--- src/sv/frc_pkg.sv ---
`timescale 1ns / 1ps
// ----------------------------------------------------------------------------
// frc_pkg: shared types and constants
// Beat types, character codes, verdict and event matcher codes.
// ----------------------------------------------------------------------------
package frc_pkg;

  typedef struct packed {
    logic [7:0] data_byte;
    logic       restart;
  } frc_in_t;

  typedef struct packed {
    logic [1:0]  verdict;
    logic [31:0] frame_opcode;
    logic [16:0] frame_length;
  } frc_out_t;

  typedef struct packed {
    logic pay;    // payload byte is processed this cycle
    logic clr;    // clear frame state
    logic first;  // first payload byte of the frame
  } frc_ctl_t;

  localparam logic [7:0] CH_QUOTE  = 8'h22;
  localparam logic [7:0] CH_BSLASH = 8'h5C;
  localparam logic [7:0] CH_LBRACE = 8'h7B;
  localparam logic [7:0] CH_RBRACE = 8'h7D;
  localparam logic [7:0] CH_LBRACK = 8'h5B;
  localparam logic [7:0] CH_RBRACK = 8'h5D;
  localparam logic [7:0] CH_COLON  = 8'h3A;
  localparam logic [7:0] CH_SPACE  = 8'h20;
  localparam logic [7:0] CH_TAB    = 8'h09;
  localparam logic [7:0] CH_LF     = 8'h0A;
  localparam logic [7:0] CH_CR     = 8'h0D;
  localparam logic [7:0] CH_CTRL_LIM = 8'h20;
  localparam logic [7:0] CH_R      = 8'h52;
  localparam logic [7:0] CH_E      = 8'h45;

  localparam logic [1:0] VERD_OK    = 2'd0;
  localparam logic [1:0] VERD_READY = 2'd1;
  localparam logic [1:0] VERD_PING  = 2'd2;
  localparam logic [1:0] VERD_CLOSE = 2'd3;

  localparam logic [31:0] OP_JSON = 32'd1;
  localparam logic [31:0] OP_PING = 32'd3;
  localparam logic [31:0] OP_PONG = 32'd4;

  localparam int unsigned HDR_BYTES = 8;
  localparam logic [16:0] LEN_SAT  = 17'h1FFFF;

  // event matcher result codes
  localparam logic [2:0] EVM_UNDEC   = 3'd0;
  localparam logic [2:0] EVM_NONE    = 3'd1;
  localparam logic [2:0] EVM_READY   = 3'd2;
  localparam logic [2:0] EVM_ERROR   = 3'd3;
  localparam logic [2:0] EVM_M_READY = 3'd4;
  localparam logic [2:0] EVM_M_ERROR = 3'd5;

  // key matcher phases
  localparam logic [3:0] PH_KEY_DONE = 4'd5;
  localparam logic [3:0] PH_KEY_BLNK = 4'd6;
  localparam logic [3:0] PH_COLON    = 4'd7;
  localparam logic [3:0] PH_VAL_Q    = 4'd8;
  localparam logic [3:0] PH_VAL_1    = 4'd9;
  localparam logic [3:0] PH_VAL_4    = 4'd12;
  localparam logic [3:0] PH_VAL_END  = 4'd13;
  localparam logic [3:0] PH_DECIDED  = 4'd15;

  function automatic logic [7:0] key_char(input logic [2:0] k);
    case (k)
      3'd0:    key_char = CH_QUOTE;
      3'd1:    key_char = 8'h65;
      3'd2:    key_char = 8'h76;
      3'd3:    key_char = 8'h74;
      3'd4:    key_char = CH_QUOTE;
      default: key_char = 8'h00;
    endcase
  endfunction

  function automatic logic [7:0] word_char(input logic is_ready, input logic [1:0] idx);
    logic [7:0] r;
    logic [7:0] e;
    case (idx)
      2'd0:    begin r = 8'h45; e = 8'h52; end
      2'd1:    begin r = 8'h41; e = 8'h52; end
      2'd2:    begin r = 8'h44; e = 8'h4F; end
      default: begin r = 8'h59; e = 8'h52; end
    endcase
    word_char = is_ready ? r : e;
  endfunction

  function automatic logic is_blank(input logic [7:0] c);
    is_blank = (c == CH_SPACE) || (c == CH_TAB) || (c == CH_CR) || (c == CH_LF);
  endfunction

endpackage

--- src/sv/frc_json_chk.sv ---
`timescale 1ns / 1ps
// ----------------------------------------------------------------------------
// frc_json_chk: streaming JSON structure check
// Tracks strings, escapes, nesting depth and control bytes per payload byte.
// ----------------------------------------------------------------------------
module frc_json_chk #(
  parameter int unsigned DEPTH_W = 17
) (
  input  logic              clk,
  input  logic              rst_n,
  input  frc_pkg::frc_ctl_t ctl,
  input  logic [7:0]        data_byte,
  output logic              json_ok
);
  import frc_pkg::*;

  logic               str_r, str_nxt;
  logic               esc_r, esc_nxt;
  logic               bad_r, bad_nxt;
  logic               last_r, last_nxt;
  logic [DEPTH_W-1:0] dep_r, dep_nxt;

  logic               str_f, esc_f, bad_f, last_f;
  logic [DEPTH_W-1:0] dep_f;

  always_comb begin
    str_nxt  = str_r;
    esc_nxt  = esc_r;
    bad_nxt  = bad_r;
    dep_nxt  = dep_r;
    last_nxt = (data_byte == CH_RBRACE);
    if (ctl.first && data_byte != CH_LBRACE) begin
      bad_nxt = 1'b1;
    end
    if (str_r) begin
      if (data_byte < CH_CTRL_LIM) begin
        bad_nxt = 1'b1;
      end
      if (esc_r) begin
        esc_nxt = 1'b0;
      end else if (data_byte == CH_BSLASH) begin
        esc_nxt = 1'b1;
      end else if (data_byte == CH_QUOTE) begin
        str_nxt = 1'b0;
      end
    end else if (data_byte == CH_QUOTE) begin
      str_nxt = 1'b1;
    end else if (data_byte == CH_LBRACE || data_byte == CH_LBRACK) begin
      dep_nxt = dep_r + 1'b1;
    end else if (data_byte == CH_RBRACE || data_byte == CH_RBRACK) begin
      if (dep_r == '0) begin
        bad_nxt = 1'b1;
      end else begin
        dep_nxt = dep_r - 1'b1;
      end
    end else if (data_byte < CH_CTRL_LIM && data_byte != CH_TAB &&
                 data_byte != CH_LF && data_byte != CH_CR) begin
      bad_nxt = 1'b1;
    end
  end

  // values after this beat, used when the frame ends on it
  always_comb begin
    str_f  = ctl.pay ? str_nxt  : str_r;
    esc_f  = ctl.pay ? esc_nxt  : esc_r;
    bad_f  = ctl.pay ? bad_nxt  : bad_r;
    last_f = ctl.pay ? last_nxt : last_r;
    dep_f  = ctl.pay ? dep_nxt  : dep_r;
  end

  assign json_ok = !bad_f && !str_f && !esc_f && last_f && (dep_f == '0);

  always_ff @(posedge clk) begin
    if (!rst_n || ctl.clr) begin
      str_r  <= 1'b0;
      esc_r  <= 1'b0;
      bad_r  <= 1'b0;
      last_r <= 1'b0;
      dep_r  <= '0;
    end else if (ctl.pay) begin
      str_r  <= str_nxt;
      esc_r  <= esc_nxt;
      bad_r  <= bad_nxt;
      last_r <= last_nxt;
      dep_r  <= dep_nxt;
    end
  end

endmodule

--- src/sv/frc_evt_match.sv ---
`timescale 1ns / 1ps
// ----------------------------------------------------------------------------
// frc_evt_match: event key and value matcher
// Finds the first "evt" key followed by a colon and matches READY or ERROR.
// ----------------------------------------------------------------------------
module frc_evt_match (
  input  logic              clk,
  input  logic              rst_n,
  input  frc_pkg::frc_ctl_t ctl,
  input  logic [7:0]        data_byte,
  output logic [2:0]        evt_code
);
  import frc_pkg::*;

  logic [3:0] ph_r, ph_nxt;
  logic [2:0] evm_r, evm_nxt;
  logic [3:0] srch0, srch1, restart_q;
  logic       is_rdy;

  always_comb begin
    srch0     = (data_byte == CH_QUOTE) ? 4'd1 : 4'd0;
    srch1     = (data_byte == key_char(3'd1)) ? 4'd2 : srch0;
    restart_q = srch0;
    is_rdy    = (evm_r == EVM_M_READY);
    ph_nxt    = ph_r;
    evm_nxt   = evm_r;
    if (evm_r == EVM_NONE || evm_r == EVM_READY || evm_r == EVM_ERROR ||
        ph_r == PH_DECIDED) begin
      ph_nxt = ph_r;
    end else if (ph_r <= 4'd4) begin
      ph_nxt = (data_byte == key_char(ph_r[2:0])) ? ph_r + 4'd1 : srch0;
    end else if (ph_r == PH_KEY_DONE || ph_r == PH_KEY_BLNK) begin
      if (is_blank(data_byte)) begin
        ph_nxt = PH_KEY_BLNK;
      end else if (data_byte == CH_COLON) begin
        ph_nxt = PH_COLON;
      end else if (ph_r == PH_KEY_DONE) begin
        ph_nxt = srch1;
      end else begin
        ph_nxt = restart_q;
      end
    end else if (ph_r == PH_COLON) begin
      if (data_byte == CH_QUOTE) begin
        ph_nxt = PH_VAL_Q;
      end else if (!is_blank(data_byte)) begin
        ph_nxt  = PH_DECIDED;
        evm_nxt = EVM_NONE;
      end
    end else if (ph_r == PH_VAL_Q) begin
      if (data_byte == CH_R) begin
        evm_nxt = EVM_M_READY;
        ph_nxt  = PH_VAL_1;
      end else if (data_byte == CH_E) begin
        evm_nxt = EVM_M_ERROR;
        ph_nxt  = PH_VAL_1;
      end else begin
        ph_nxt  = PH_DECIDED;
        evm_nxt = EVM_NONE;
      end
    end else if (ph_r >= PH_VAL_1 && ph_r <= PH_VAL_4) begin
      if (data_byte == word_char(is_rdy, 2'(ph_r - PH_VAL_1))) begin
        ph_nxt = ph_r + 4'd1;
      end else begin
        ph_nxt  = PH_DECIDED;
        evm_nxt = EVM_NONE;
      end
    end else if (ph_r == PH_VAL_END) begin
      ph_nxt = PH_DECIDED;
      if (data_byte == CH_QUOTE) begin
        evm_nxt = is_rdy ? EVM_READY : EVM_ERROR;
      end else begin
        evm_nxt = EVM_NONE;
      end
    end else begin
      ph_nxt  = PH_DECIDED;
      evm_nxt = EVM_NONE;
    end
  end

  assign evt_code = ctl.pay ? evm_nxt : evm_r;

  always_ff @(posedge clk) begin
    if (!rst_n || ctl.clr) begin
      ph_r  <= '0;
      evm_r <= EVM_UNDEC;
    end else if (ctl.pay) begin
      ph_r  <= ph_nxt;
      evm_r <= evm_nxt;
    end
  end

endmodule

--- src/sv/ipc_frame_receiver_classifier.sv ---
`timescale 1ns / 1ps
// ----------------------------------------------------------------------------
// ipc_frame_receiver_classifier: frame receiver and verdict classifier
// Deframes an 8-byte opcode/length header, checks JSON payloads and emits
// one verdict beat per frame.
// ----------------------------------------------------------------------------
// Usage:
//   Input channel (in_valid/in_stall/in_data) carries one stream byte per
//   beat plus a restart flag that clears all parse state before the byte.
//   Output channel (out_valid/out_stall/out_data) carries one verdict beat
//   at the end of each frame, or at the eighth header byte for an empty or
//   oversize payload. Most beats produce no output.
//   Throughput: one byte per cycle while in_stall is low. A byte is
//   registered in the input register, then parsed into the output register,
//   where its verdict becomes valid.
//   After a close verdict the stream is dead and bytes are dropped until a
//   beat with restart set.
//   When the receiver stalls with a verdict pending, bytes that produce no
//   verdict keep flowing; the next verdict-producing byte waits in the input
//   register and in_stall rises.
//   Reset clears all parse state and empties both registers.
// ----------------------------------------------------------------------------
module ipc_frame_receiver_classifier #(
  parameter int unsigned MAX_PAYLOAD = 65536
) (
  input  logic             clk,
  input  logic             rst_n,
  input  logic             in_valid,
  output logic             in_stall,
  input  frc_pkg::frc_in_t in_data,
  output logic             out_valid,
  input  logic             out_stall,
  output frc_pkg::frc_out_t out_data
);
  import frc_pkg::*;

  localparam int unsigned PW = $clog2(MAX_PAYLOAD + 1);
  localparam logic [31:0] MAX_LEN = 32'(MAX_PAYLOAD);
  localparam logic [16:0] MAX_LEN_SAT = (MAX_PAYLOAD > 32'h1FFFF) ? LEN_SAT
                                                                  : 17'(MAX_PAYLOAD);

  logic              s1_valid_r;
  frc_in_t           s1_beat_r;
  logic              out_valid_r;
  frc_out_t          out_beat_r;

  logic [3:0]        hc_r;
  logic [31:0]       op_r, len_r;
  logic [PW-1:0]     pc_r;
  logic              dead_r;

  logic [3:0]        hc_cur, hc_inc;
  logic [31:0]       op_cur, len_cur, op_asm, len_asm, byte_sh;
  logic [PW-1:0]     pc_cur, pc_inc;
  logic              dead_cur, hdr, pay, hdr_done, oversize;
  logic              fin, rej, has_res, go, out_free;
  logic              json_ok, json_good;
  logic [2:0]        evt_code;
  logic [1:0]        verdict;
  logic [16:0]       len_out;
  frc_ctl_t          ctl;

  always_comb begin
    hc_cur   = s1_beat_r.restart ? '0 : hc_r;
    op_cur   = s1_beat_r.restart ? '0 : op_r;
    len_cur  = s1_beat_r.restart ? '0 : len_r;
    pc_cur   = s1_beat_r.restart ? '0 : pc_r;
    dead_cur = s1_beat_r.restart ? 1'b0 : dead_r;

    hdr      = !dead_cur && !hc_cur[3];
    pay      = !dead_cur && hc_cur[3];
    hc_inc   = hc_cur + 4'd1;
    byte_sh  = {24'd0, s1_beat_r.data_byte} << {hc_cur[1:0], 3'b000};
    op_asm   = (hdr && !hc_cur[2]) ? (op_cur | byte_sh) : op_cur;
    len_asm  = (hdr && hc_cur[2]) ? (len_cur | byte_sh) : len_cur;
    hdr_done = hdr && (hc_inc == 4'(HDR_BYTES));
    oversize = len_asm > MAX_LEN;
    pc_inc   = pc_cur + 1'b1;

    rej     = hdr_done && oversize;
    fin     = (hdr_done && !oversize && len_asm == '0) ||
              (pay && (pc_inc >= len_cur[PW-1:0]));
    has_res = fin || rej;

    json_good = json_ok && (len_asm >= 32'd2);
    if (rej) begin
      verdict = VERD_CLOSE;
    end else if (op_asm == OP_PING) begin
      verdict = VERD_PING;
    end else if (op_asm == OP_PONG) begin
      verdict = VERD_OK;
    end else if (op_asm == OP_JSON) begin
      if (!json_good || evt_code == EVM_ERROR) begin
        verdict = VERD_CLOSE;
      end else if (evt_code == EVM_READY) begin
        verdict = VERD_READY;
      end else begin
        verdict = VERD_OK;
      end
    end else begin
      verdict = VERD_CLOSE;
    end

    if (rej) begin
      len_out = MAX_LEN_SAT;
    end else if (len_asm > {15'd0, LEN_SAT}) begin
      len_out = LEN_SAT;
    end else begin
      len_out = len_asm[16:0];
    end
  end

  assign out_free = !out_valid_r || !out_stall;
  assign go       = s1_valid_r && (!has_res || out_free);
  assign in_stall = s1_valid_r && !go;

  assign ctl.pay   = go && pay;
  assign ctl.clr   = go && (s1_beat_r.restart || has_res);
  assign ctl.first = (pc_cur == '0);

  frc_json_chk #(
    .DEPTH_W (PW)
  ) u_json (
    .clk       (clk),
    .rst_n     (rst_n),
    .ctl       (ctl),
    .data_byte (s1_beat_r.data_byte),
    .json_ok   (json_ok)
  );

  frc_evt_match u_evt (
    .clk       (clk),
    .rst_n     (rst_n),
    .ctl       (ctl),
    .data_byte (s1_beat_r.data_byte),
    .evt_code  (evt_code)
  );

  always_ff @(posedge clk) begin
    if (!rst_n) begin
      s1_valid_r <= 1'b0;
    end else if (in_valid && !in_stall) begin
      s1_valid_r <= 1'b1;
    end else if (go) begin
      s1_valid_r <= 1'b0;
    end
  end

  always_ff @(posedge clk) begin
    if (in_valid && !in_stall) begin
      s1_beat_r <= in_data;
    end
  end

  always_ff @(posedge clk) begin
    if (!rst_n) begin
      hc_r   <= '0;
      op_r   <= '0;
      len_r  <= '0;
      pc_r   <= '0;
      dead_r <= 1'b0;
    end else if (go) begin
      if (has_res) begin
        hc_r  <= '0;
        op_r  <= '0;
        len_r <= '0;
        pc_r  <= '0;
      end else begin
        hc_r  <= hdr ? hc_inc : hc_cur;
        op_r  <= op_asm;
        len_r <= len_asm;
        pc_r  <= pay ? pc_inc : pc_cur;
      end
      dead_r <= dead_cur || (has_res && verdict == VERD_CLOSE);
    end
  end

  always_ff @(posedge clk) begin
    if (!rst_n) begin
      out_valid_r <= 1'b0;
    end else if (go && has_res) begin
      out_valid_r <= 1'b1;
    end else if (!out_stall) begin
      out_valid_r <= 1'b0;
    end
  end

  always_ff @(posedge clk) begin
    if (go && has_res) begin
      out_beat_r.verdict      <= verdict;
      out_beat_r.frame_opcode <= op_asm;
      out_beat_r.frame_length <= len_out;
    end
  end

  assign out_valid = out_valid_r;
  assign out_data  = out_beat_r;

endmodule

--- config.mk ---
export PLATFORM = sky130hd
export DESIGN_NAME = ipc_frame_receiver_classifier
export DESIGN_NICKNAME = d
export VERILOG_FILES = /design/src/sv/frc_pkg.sv /design/src/sv/frc_json_chk.sv /design/src/sv/frc_evt_match.sv /design/src/sv/ipc_frame_receiver_classifier.sv
export SDC_FILE = /design/constraint.sdc
export NUM_CORES = 1
export LEC_CHECK = 0
export BUFFER_PORTS_ARGS = -buffer_cell sky130_fd_sc_hd__buf_4
export CAP_MARGIN = 20
export CORE_MARGIN = 5
export CORE_UTILIZATION = 60
export DETAILED_ROUTE_END_ITERATION = 10
export PLACE_DENSITY = 0.76
export SLEW_MARGIN = 10
export SYNTH_ARGS = -nofsm -noshare
export SYNTH_HDL_FRONTEND = slang
export SYNTH_SLANG_ARGS = --single-unit
--- constraint.sdc ---
create_clock -name clk -period 10.3 [get_ports clk]
set_clock_uncertainty 0.2 [all_clocks]
set_input_delay 1.03 -clock clk [delete_from_list [all_inputs] [get_ports clk]]
set_output_delay 1.03 -clock clk [all_outputs]
set_load 0.05 [all_outputs]
* Word-level counts from Yosys, hierarchy flattened
Cells that the tools add are included. Widths: inputs -> output; s select.
Operators by class: add/subtract/negate cells 6, bitwise logic cells 3, shifts and indexed selects 1, $lt $le $gt $ge 8, muxes and demuxes 99, reduce and logical (&&, ||, !) cells 67, $mul 0, equal/unequal tests 45, div/mod/pow operators 0
Operators with widths (number):
- $mux 32 | 6
- $mux 17 | 9
- $mux 8 | 15
- $mux 4 | 17
- $eq 8x7->1 const B | 8
- $gt 32x17->1 const B | 2
- $or 32x32->32 | 2
- $logic_not 17->1 | 3
- $mux 3 | 15
- $add 17x1->17 const B | 2
- $eq 32x1->1 const B | 1
- $eq 32x2->1 const B | 1
- $eq 32x3->1 const B | 1
- $ge 32x2->1 const B | 1
- $logic_not 32->1 | 1
- $shl 8x5->32 | 1
- $mux 1 | 28
- $pmux 7 s4 | 1
- $logic_and 1x1->1 | 26
- $eq 8x4->1 const B | 3
- $eq 8x6->1 const B | 3
- $ne 8x4->1 const B | 3
- $eq 3x2->1 const B | 6
- $ge 17x17->1 | 1
- 29 further kinds | 73
Storage, ports and cells: word-level logic and storage cells 249, RAM bits 0, bits in registers 176, bits in read-only memories 0, latch bits 0, memories kept 0, bits of input ports 13, output and inout bits 53

* Logic depth before layout (Yosys ltp)
Gate-level depths: netlist of the first run.
depth after elaboration 32, gate-level depth with buffers 22, depth with buffers taken out 20

* Cells and area by module
From an unflattened synthesis of the first run, not the netlist that was laid out.
Second synthesis, totals: cells, all modules 1030, area total of the unflattened synthesis 9774.4 sq um
Modules (own cells, without submodules):
- ipc_frame_receiver_classifier | times used 1, seq. area each 3563.4 sq um, area an instance 6845.3 sq um, cells each 633
- frc_json_chk | times used 1, seq. area each 420.4 sq um, area an instance 1646.6 sq um, cells each 214
- frc_evt_match | times used 1, seq. area each 140.1 sq um, area an instance 1282.5 sq um, cells each 183

* Least setup slack after synthesis of the first run
Ideal clock, no wire load.
kind flip-flop to flip-flop, from register s1_beat_r[0] in the netlist's numbering, to register dead_r, clock period less this slack 6.828 ns, cell stages (with the launch flop) 20, path buffers 4, setup slack 3.472 ns, arrival 6.540 ns, setup time 0.088 ns, data required time 10.012 ns, cells stage by stage edfxtp_1 buf_2 buf_1 nor2b_1 ha_1 nand4_1 nor3_1 nand3_1 or3_1 a21oi_1 ha_1 a21oi_1 o21a_1 o21ai_1 a311o_1 buf_2 buf_2 nor2_1 nand2_1 o31ai_2
Between the ends: longest elaborated chain between the ends 32, elaborated cells on any way between the ends 77, classes of those cells 2 x add/sub; 3 x order compare; 7 x eq/ne; 1 x shift; 27 x mux; 2 x bitwise; 35 x reduce/logical
Ends and longest elaborated chain:
- start: declaration | RTL line ipc_frame_receiver_classifier.sv:43 | frc_in_t s1_beat_r;
- start signal: assignment | RTL line ipc_frame_receiver_classifier.sv:151 | s1_beat_r <= in_data;
- branches (longest 32 deep; another with $gt 32x17->1)
- end signal: assignment | RTL line ipc_frame_receiver_classifier.sv:174 | dead_r <= dead_cur || (has_res && verdict == VERD_CLOSE);
- end: declaration | RTL line ipc_frame_receiver_classifier.sv:50 | logic dead_r;
Several ways; the timed one is not identified. A chain may end at the register's enable or synchronous reset.

* Worst setup path after layout of the first run
from register s1_beat_r[0] in the netlist's numbering, to output port in_stall
Between the ends: longest elaborated chain between the ends 16, elaborated cells on any way between the ends 31, classes of those cells 2 x add/sub; 2 x order compare; 1 x eq/ne; 1 x shift; 5 x mux; 1 x bitwise; 19 x reduce/logical
Ends and longest elaborated chain:
- branches (longest 10 deep; another with $gt 32x17->1)
- $logic_or 1x1->1 * | RTL line ipc_frame_receiver_classifier.sv:83 | has_res = fin || rej;
- $logic_not 1->1 * | RTL line ipc_frame_receiver_classifier.sv:114 | assign go = s1_valid_r && (!has_res || out_free);
- $logic_or 1x1->1 * | RTL line ipc_frame_receiver_classifier.sv:114
- $logic_and 1x1->1 * | RTL line ipc_frame_receiver_classifier.sv:114
- $logic_not 1->1 * | RTL line ipc_frame_receiver_classifier.sv:115 | assign in_stall = s1_valid_r && !go;
- $logic_and 1x1->1 * | RTL line ipc_frame_receiver_classifier.sv:115
- end: declaration | RTL line ipc_frame_receiver_classifier.sv:29 | output logic in_stall,
Mark *: on every way between the ends.

==> impl_metrics.ini, run 1 <==
[cts]
cts_resized = 0
clock_sinks = 176
tritoncts = built
clk_pin_slew_ps = 80
hold_buffers = 0
htree_levels = 4
post_cts.repair.setup_buffers = 0
clock_latency_ps = 450
clock-root-buffer = clkbuf_16
cts_buffers = 17
clk_path_buf_depth = 2

[global_route]
grt_pass1_wl_mm = 45.5
grt_overflow = 0
grt_max_degree = 98
grt_usage = 0.287
grt-busiest-layer = met2
grt_util_met2 = 0.435
antenna_found_initial = 0
grt_pass1_vias = 8279
gr-usage-met1 = 0.421
gr-usage-met3 = 0.0466

[critical_path]
crit_path_max_fanout = 51
arrival_ps = 5670
critical_path.cell_chain = buf_4 > inv_2 > nand2_1 > inv_1 > ha_1 > nand4_1 > nor3_1 > nand3_1 > xnor2_1 > ha_1 > nand4_1 > a2111o_1 > a31o_2 > a21oi_1 > o21ai_0 > nor2_1 > buf_4
crit_required_ps = 9070
r2r_end = u_evt.ph_r[0]
worstSetupPathType = reg -> out
critPathSlowestCell = inv_2
timing.rr.start = s1_beat_r[0]
cp-start-kind = register
crit_path_end_kind = primary output
slowest_delay_ps = 600
ff2ff_setup_slack_ps = 3510
rr_worst_depth = 20

[drt]
drtIter0Drc = 1018
drc = 0
vias_per_cell = 6.63
ant_nets = 0
drt-total-wl_mm = 28.4
wire_per_inst_um = 20.6
num_vias = 9135
drtPass1Iterations = 5

[floorplan]
die_w_um = 139
initial_core_util = 0.608
std_cell_rows = 47
fp.dieArea_um2 = 19400
core_region_area_um2 = 16500
die_y_um = 139
io_pins = 66

[timing]
period_share = 0.670
fin_crit_ps = 6900
relSlewSlack = 0.303
setup_violations = 0
max_clock_freq_mhz = 145
whs_ps = 326
hold_violations = 0
setup_ws_ps = 3400
max_slew.worst_pin.slew_ps = 1040
finalMaxSlewViolations = 0
tns_ps = 0
rsz0062_at_grt = no

[layout]
drive_gt1_frac = 0.127
stdcell_count = 1378
syn2layout_area_growth_pct = 11.5
fin_nets = 1186
design_area_um2 = 11200
antenna_cells = 0

[worst_hold_path]
hold_path_depth = 2
worst_hold_path.endpoint = len_r[19]
min_from = len_r[19]
hold_path.class = reg -> reg

[yosys]
synthTopCellsByArea = dfxtp_1 23%, edfxtp_1 18%, nor2b_1 6.1%, a22oi_1 5.1%, nor2_1 3.8%
synth_top_family_by_area = simple AND/OR/NAND/NOR gates
synth_most_common_cell = dfxtp_1
ys.flop_type = dfxtp_1
synth_fa_ha_area_frac = 0.0350
synth_compound_area_frac = 0.202
ys_async_sr_fraction = 0
yosys.area_share.simple = 0.269
syn_area_per_cell_um2 = 8.87
synth-xor-area-share = 0.0298
synthDistinctLibCells = 89
synth_nets = 1170
synthTopCellsByCount = 116 x dfxtp_1, 100 x nor2_1, 98 x nor2b_1
synth-seq-cells = 176
syn_area_um2 = 10000
netlist_instances = 1129
synth_top_area_cell = dfxtp_1
synth_edf_count = 60
synth_top_cell_area_share = 0.232
synth_mux_area_frac = 0.00400
yosys_warnings = 0
ys_seq_area_frac = 0.412

[status]
run_status = finished, final reports clean

[pwr]
vdd_drop_max_mv = 0.143
p_leak_nw = 3.81
powerDensity_nw_per_um2 = 133

[run]
cap_violations = 0

[place]
hpwlAfterDp_mm = 18.8
dp.cells = 1346
dpl_cell_area_um2 = 10500
dp_slack_ps = 3700
io_buffers = 65
routabilityCongestion = 0.970
worst max-delay path by stage:
stage,from,endpoint,cells after the start
global placement,s1_beat_r[0],u_evt.ph_r[0],21
finish,s1_beat_r[0],in_stall,17
detailed placement,s1_beat_r[0],u_evt.ph_r[0],20
CTS,s1_beat_r[0],in_stall,17
floorplan,s1_beat_r[0],dead_r,19
global route,s1_beat_r[0],u_evt.ph_r[2],20
routing by layer:
metal | up-vias | share of wire
li1 | 4249 | -
met1 | 4357 | 0.45
met2 | 478 | 0.45
met3 | 51 | 0.080
met4 | 0 | 0.022
met5 | - | 0
registers in the layout, summed over array words and instances (netlist names), 3 cells and up:
register	cells
s1_beat_r	9
op_r	32
u_json.dep_r	17
out_data	51
u_evt.evm_r	3
u_evt.ph_r	4
hc_r	4
pc_r	17
len_r	32
worst max-delay path, delay by kind of cell (launching register included):
kind / cells / cell delay [ps]
and+or+nand+nor: 6 / 1670
buffers and inverters: 4 / 1270
AOI/OAI and AO/OA: 4 / 1110
adders and majority gates: 2 / 550
DFF: 1 / 360
xor gates and xnor gates: 1 / 220
cell type report:
type	instances	area, um2
repair buffers	82	612
well taps	220	275
clock buffers	18	439
fillers	1343	5310
inverters	25	93.8
multi-input cells	843	5430
clock inverters	14	183
flip-flops and latches	176	4120
stage by stage:
step	util	power, mW
detailed placement	0.640	0.839
global placement	0.640	0.839
global route	0.678	1.53
CTS	0.678	1.50
floorplan	-	0.809
finish	0.678	1.49
cell usage in the layout, fill, tap and decap left out, types with 5 or more instances in the layout:
cell,count
dfxtp_1,116
nor2_1,99
nor2b_1,98
nand2_1,82
buf_4,81
a22oi_1,68
edfxtp_1,60
a21oi_1,58
nand3_1,34
nor3_1,33
nor4_1,30
ha_1,28
a31oi_1,25
inv_1,24
o21ai_0,23
nand4_1,23
xor2_1,17
xnor2_1,17
clkbuf_16,17
or3_1,14
a32oi_1,13
and2_1,11
a22o_1,9
nand3b_1,8
nor4b_1,8
and3_1,8
a211oi_1,7
or4_1,6
o211ai_1,6
clkinv_8,6
o21bai_1,5
o21a_1,5
or4_4,5
or2_2,5
power breakdown:
part           internal [mW]  switching [mW]  leakage, nW
registers              0.720         0.00360         1.49
logic                 0.0301          0.0720         2.03
clock network          0.338           0.325        0.301
total                   1.09           0.400         3.81
cell families (layout without fill, tap and decap cells):
| logic type | Yosys count | after routing |
|---|---|---|
| AO/OA/AOI/OAI | 284 | 284 |
| multiplexers | 4 | 4 |
| adder cells (fa/ha/maj) | 28 | 28 |
| AND/OR/NAND/NOR | 493 | 493 |
| flip-flops | 176 | 176 |
| buffers and inverters | 110 | 139 |
| XOR/XNOR | 34 | 34 |
No activity file was read; power rests on OpenSTA's default activity.
==> run 2: changes to the inputs <==
clock period = 6.5 ns   (was 10.3 ns; I/O delays follow)
==> impl_metrics.ini, run 2 (same netlist as run 1, synthesis figures left out) <==
[status]
run_status = finished, final reports clean

[layout]
final_cell_mix = 116 x dfxtp_1, 99 x nor2_1, 98 x nor2b_1
final.fill_count = 1350
layout_commonest_cell = dfxtp_1
stdcell_count = 1379
fin_nets = 1187
syn2layout_area_growth_pct = 11.5
largest_reg_flops = 51
antenna_cells = 0
drive_gt1_frac = 0.129

[floorplan]
die_w_um = 139
initial_core_util = 0.608
io_pins = 66
core_region_area_um2 = 16500
std_cell_rows = 47
fp.dieArea_um2 = 19400
die_y_um = 139

[cts]
clock_sinks = 176
htree_levels = 4
clock_latency_ps = 440
clk_path_buf_depth = 2
clk_pin_slew_ps = 70
hold_buffers = 0
cts_buffers = 17
tritoncts = built
clock-root-buffer = clkbuf_16

[critical_path]
slowest_delay_ps = 520
crit_required_ps = 6490
crit_path_end_kind = register
path_buf_inv = 3
ff2ff_setup_slack_ps = 600
rr_worst_depth = 20
worstSetupPathType = reg -> reg
arrival_ps = 5890
critical_path.cell_chain = inv_2 > nand2_1 > inv_1 > ha_1 > nand4_1 > nor3_1 > nand3_1 > or3_1 > a21oi_1 > ha_1 > a21oi_1 > o21a_1 > o21a_1 > nand2_1 > nor2_1 > a41oi_1 > nor4_1 > nand4_1 > a21boi_2 > inv_1
critPathSlowestCell = edfxtp_1
crit_family = simple AND/OR/NAND/NOR gates
crit_path_max_fanout = 12
cp-start-kind = register
cp.depth = 20

[drt]
drtIter0Drc = 1030
num_vias = 9097
drt-total-wl_mm = 28.6
wire_per_inst_um = 20.8
drtPass1Iterations = 5
ant_nets = 0
drc = 0
vias_per_cell = 6.60

[worst_hold_path]
hold_path.class = in -> reg
hold_path_depth = 1

[global_route]
grt-busiest-layer = met2
gr-usage-met1 = 0.418
grt_overflow = 0
grt_pass1_wl_mm = 45.2
gr-usage-met3 = 0.0552
grt_util_met2 = 0.442
grt_max_degree = 98
grt_pass1_vias = 8230
grt_usage = 0.287
antenna_found_initial = 1

[run]
cap_violations = 0

[timing]
whs_ps = 188
relSlewSlack = 0.324
hold_violations = 0
finalMaxSlewViolations = 0
period_share = 0.908
setup_violations = 0
max_clock_freq_mhz = 169
tns_ps = 0
max_slew.worst_pin.slew_ps = 1010
rsz0062_at_grt = no
fin_crit_ps = 5900

[place]
routabilityCongestion = 0.942
dp.cells = 1347
io_buffers = 65
hpwlAfterDp_mm = 19.2

[pwr]
powerDensity_nw_per_um2 = 210
p_leak_nw = 3.82
p_total_mw = 2.34
vdd_drop_max_mv = 0.190
## run 2: worst reg2reg max path, stage by stage (launching register included)
cell and delay, ps:
edfxtp_1 520, inv_2 100, nand2_1 120, inv_1 110
ha_1 260, nand4_1 200, nor3_1 520, nand3_1 310
or3_1 380, a21oi_1 210, ha_1 290, a21oi_1 150
o21a_1 160, o21a_1 270, nand2_1 310, nor2_1 480
a41oi_1 310, nor4_1 330, nand4_1 140, a21boi_2 230
inv_1 60
## run 2: stage by stage
step                      worst slack [ps]  utilization  instance area, um2
after CTS                              540        0.678               11200
after global routing                  75.0        0.678               11200
after floorplan                        569            -               10000
after global placement                 832        0.641               10600
final                                  599        0.678               11200
after detailed placement               580        0.641               10600
## run 2: path summary, 6_finish.rpt
check,start,end
worst min register to register,len_r[18],len_r[18]
worst max register to register,s1_beat_r[0],out_data[50]
worst min-delay path,in_data[6],s1_beat_r[6]
worst max-delay path,s1_beat_r[0],out_data[50]
## run 2: layout make-up
class	count	area [um2]	area share
clock buffers	18	439	0.0393
clock inverters	14	165	0.0148
inverters	25	93.8	0.00841
multi-input cells	843	5430	0.487
flip-flops and latches	176	4120	0.369
well taps	220	275	0.0247
repair buffers	83	633	0.0567
## run 2: what timing repair did
action	in CTS	in global routing
endpoints found under the setup margin	0	2
buffers inserted	0	0
resized for setup	0	1
## run 2: layer usage
metal  wire length (um)  share of wire  vias to the layer above
met4                515          0.018                        2
met3               2550          0.089                       52
li1                   -              -                     4248
met1              12500           0.44                     4317
met5                 13        0.00045                        -
met2              13100           0.46                      478
## run 2: power breakdown
part	total (mW)	leakage [nW]	switching (mW)	internal, mW
sequential	1.15	1.49	0.00764	1.14
combinational	0.167	2.04	0.119	0.0484
clock	1.02	0.296	0.496	0.529
==> run 3: changes to the inputs <==
CORE_UTILIZATION = 45   (was 60)
PLACE_DENSITY = 0.59   (was 0.76)
==> impl_metrics.ini, run 3 (same netlist as run 1, synthesis figures left out) <==
[drt]
drc = 0
ant_nets = 0
num_vias = 8867
vias_per_cell = 6.16
drtIter0Drc = 849
drtPass1Iterations = 5
wire_per_inst_um = 20.3
drt-total-wl_mm = 29.2

[floorplan]
die_w_um = 159
core_region_area_um2 = 21900
io_pins = 66
die_y_um = 159
initial_core_util = 0.457
fp.dieArea_um2 = 25300
std_cell_rows = 54

[layout]
final_cell_mix = 116 x dfxtp_1, 99 x nor2_1, 98 x nor2b_1
fin_nets = 1187
design_area_um2 = 11300
multiInputGateArea_um2 = 5440
largest_reg_flops = 51
stdcell_count = 1439
regArea_um2 = 4120
utilization = 0.515
final.fill_count = 2051
drive_gt1_frac = 0.130
antenna_cells = 0
layout_commonest_cell = dfxtp_1
syn2layout_area_growth_pct = 12.6

[place]
dp.cells = 1406
routabilityCongestion = 0.944
hpwlAfterDp_mm = 19.7
io_buffers = 65
dpl_cell_area_um2 = 10600

[cts]
clock_sinks = 176
clock_latency_ps = 440
clk_pin_slew_ps = 80
tritoncts = built
cts_buffers = 17
hold_buffers = 0
cts_resized = 0
clk_path_buf_depth = 2
clock-root-buffer = clkbuf_16
htree_levels = 4
post_cts.repair.setup_buffers = 0

[run]
cap_violations = 0

[critical_path]
crit_required_ps = 6500
crit_path_max_fanout = 13
cp-start-kind = register
worstSetupPathType = reg -> reg
slowest_delay_ps = 590
rr_worst_depth = 20
r2r_end = out_data[50]
critical_path.cell_chain = inv_2 > nand2_1 > inv_1 > ha_1 > nand4_1 > nor3_2 > nand3_1 > or3_1 > a21oi_1 > ha_1 > a21oi_1 > o21a_1 > o21a_1 > nand2_1 > nor2_1 > a41oi_1 > nor4_1 > nand4_1 > a21boi_2 > inv_1
arrival_ps = 5830
timing.rr.start = s1_beat_r[0]
crit_path_end_kind = register
critPathSlowestCell = edfxtp_1
path_buf_inv = 3
crit_family = simple AND/OR/NAND/NOR gates
ff2ff_setup_slack_ps = 670

[worst_hold_path]
hold_path_depth = 1
hold_path.class = in -> reg
worst_hold_path.endpoint = s1_beat_r[2]
min_from = in_data[2]

[global_route]
grt_overflow = 0
grt_pass1_wl_mm = 47.2
antenna_found_initial = 0
grt_usage = 0.226
grt_pass1_vias = 8503
grt_max_degree = 98

[pwr]
p_leak_nw = 3.83
vdd_drop_max_mv = 0.156
p_total_mw = 2.40
powerDensity_nw_per_um2 = 213

[timing]
tns_ps = 0
fin_crit_ps = 5830
max_slew.worst_pin.slew_ps = 1000
hold_violations = 0
rsz0062_at_grt = no
setup_violations = 0
finalMaxSlewViolations = 0
period_share = 0.898
relSlewSlack = 0.333
max_clock_freq_mhz = 171

[status]
run_status = finished, final reports clean
-- run 3: worst max-delay path by stage --
stage | from | to | cells after the start
final | s1_beat_r[0] | out_data[50] | 20
after global routing | s1_beat_r[0] | out_data[50] | 20
after CTS | s1_beat_r[0] | u_evt.ph_r[0] | 18
after detailed placement | s1_beat_r[0] | u_evt.ph_r[0] | 18
after global placement | s1_beat_r[0] | u_evt.ph_r[0] | 18
after floorplan | s1_beat_r[0] | dead_r | 19
-- run 3: report_power, final --
part           switching [mW]  total (mW)  leakage, nW  internal [mW]
sequential             0.0142        1.16         1.49           1.14
combinational           0.115       0.163         2.04         0.0480
clock                   0.520        1.08        0.305          0.561
-- run 3: cell type report --
class	instances	area share
Tap cell	280	0.0311
Clock inverter	15	0.0184
Timing Repair Buffer	83	0.0562
Inverter	25	0.00833
Sequential cell	176	0.366
Multi-Input combinational cell	843	0.482
Clock buffer	17	0.0377
-- run 3: routing by layer --
metal | GRT usage | vias to the layer above | routed length (um)
met2 | 0.341 | 346 | 12900
met4 | 0.0838 | 0 | 785
met3 | 0.0453 | 48 | 2140
li1 | - | 4251 | -
met5 | 0 | - | 0
met1 | 0.322 | 4222 | 13400
-- run 3: stage by stage --
stage          setup WS [ps]  hold WS (ps)
3_5_place_dp             551           303
4_1_cts                  514           170
5_1_grt                  131           166
2_1_floorplan            569           269
6_report                 666           186
3_3_place_gp             805           294
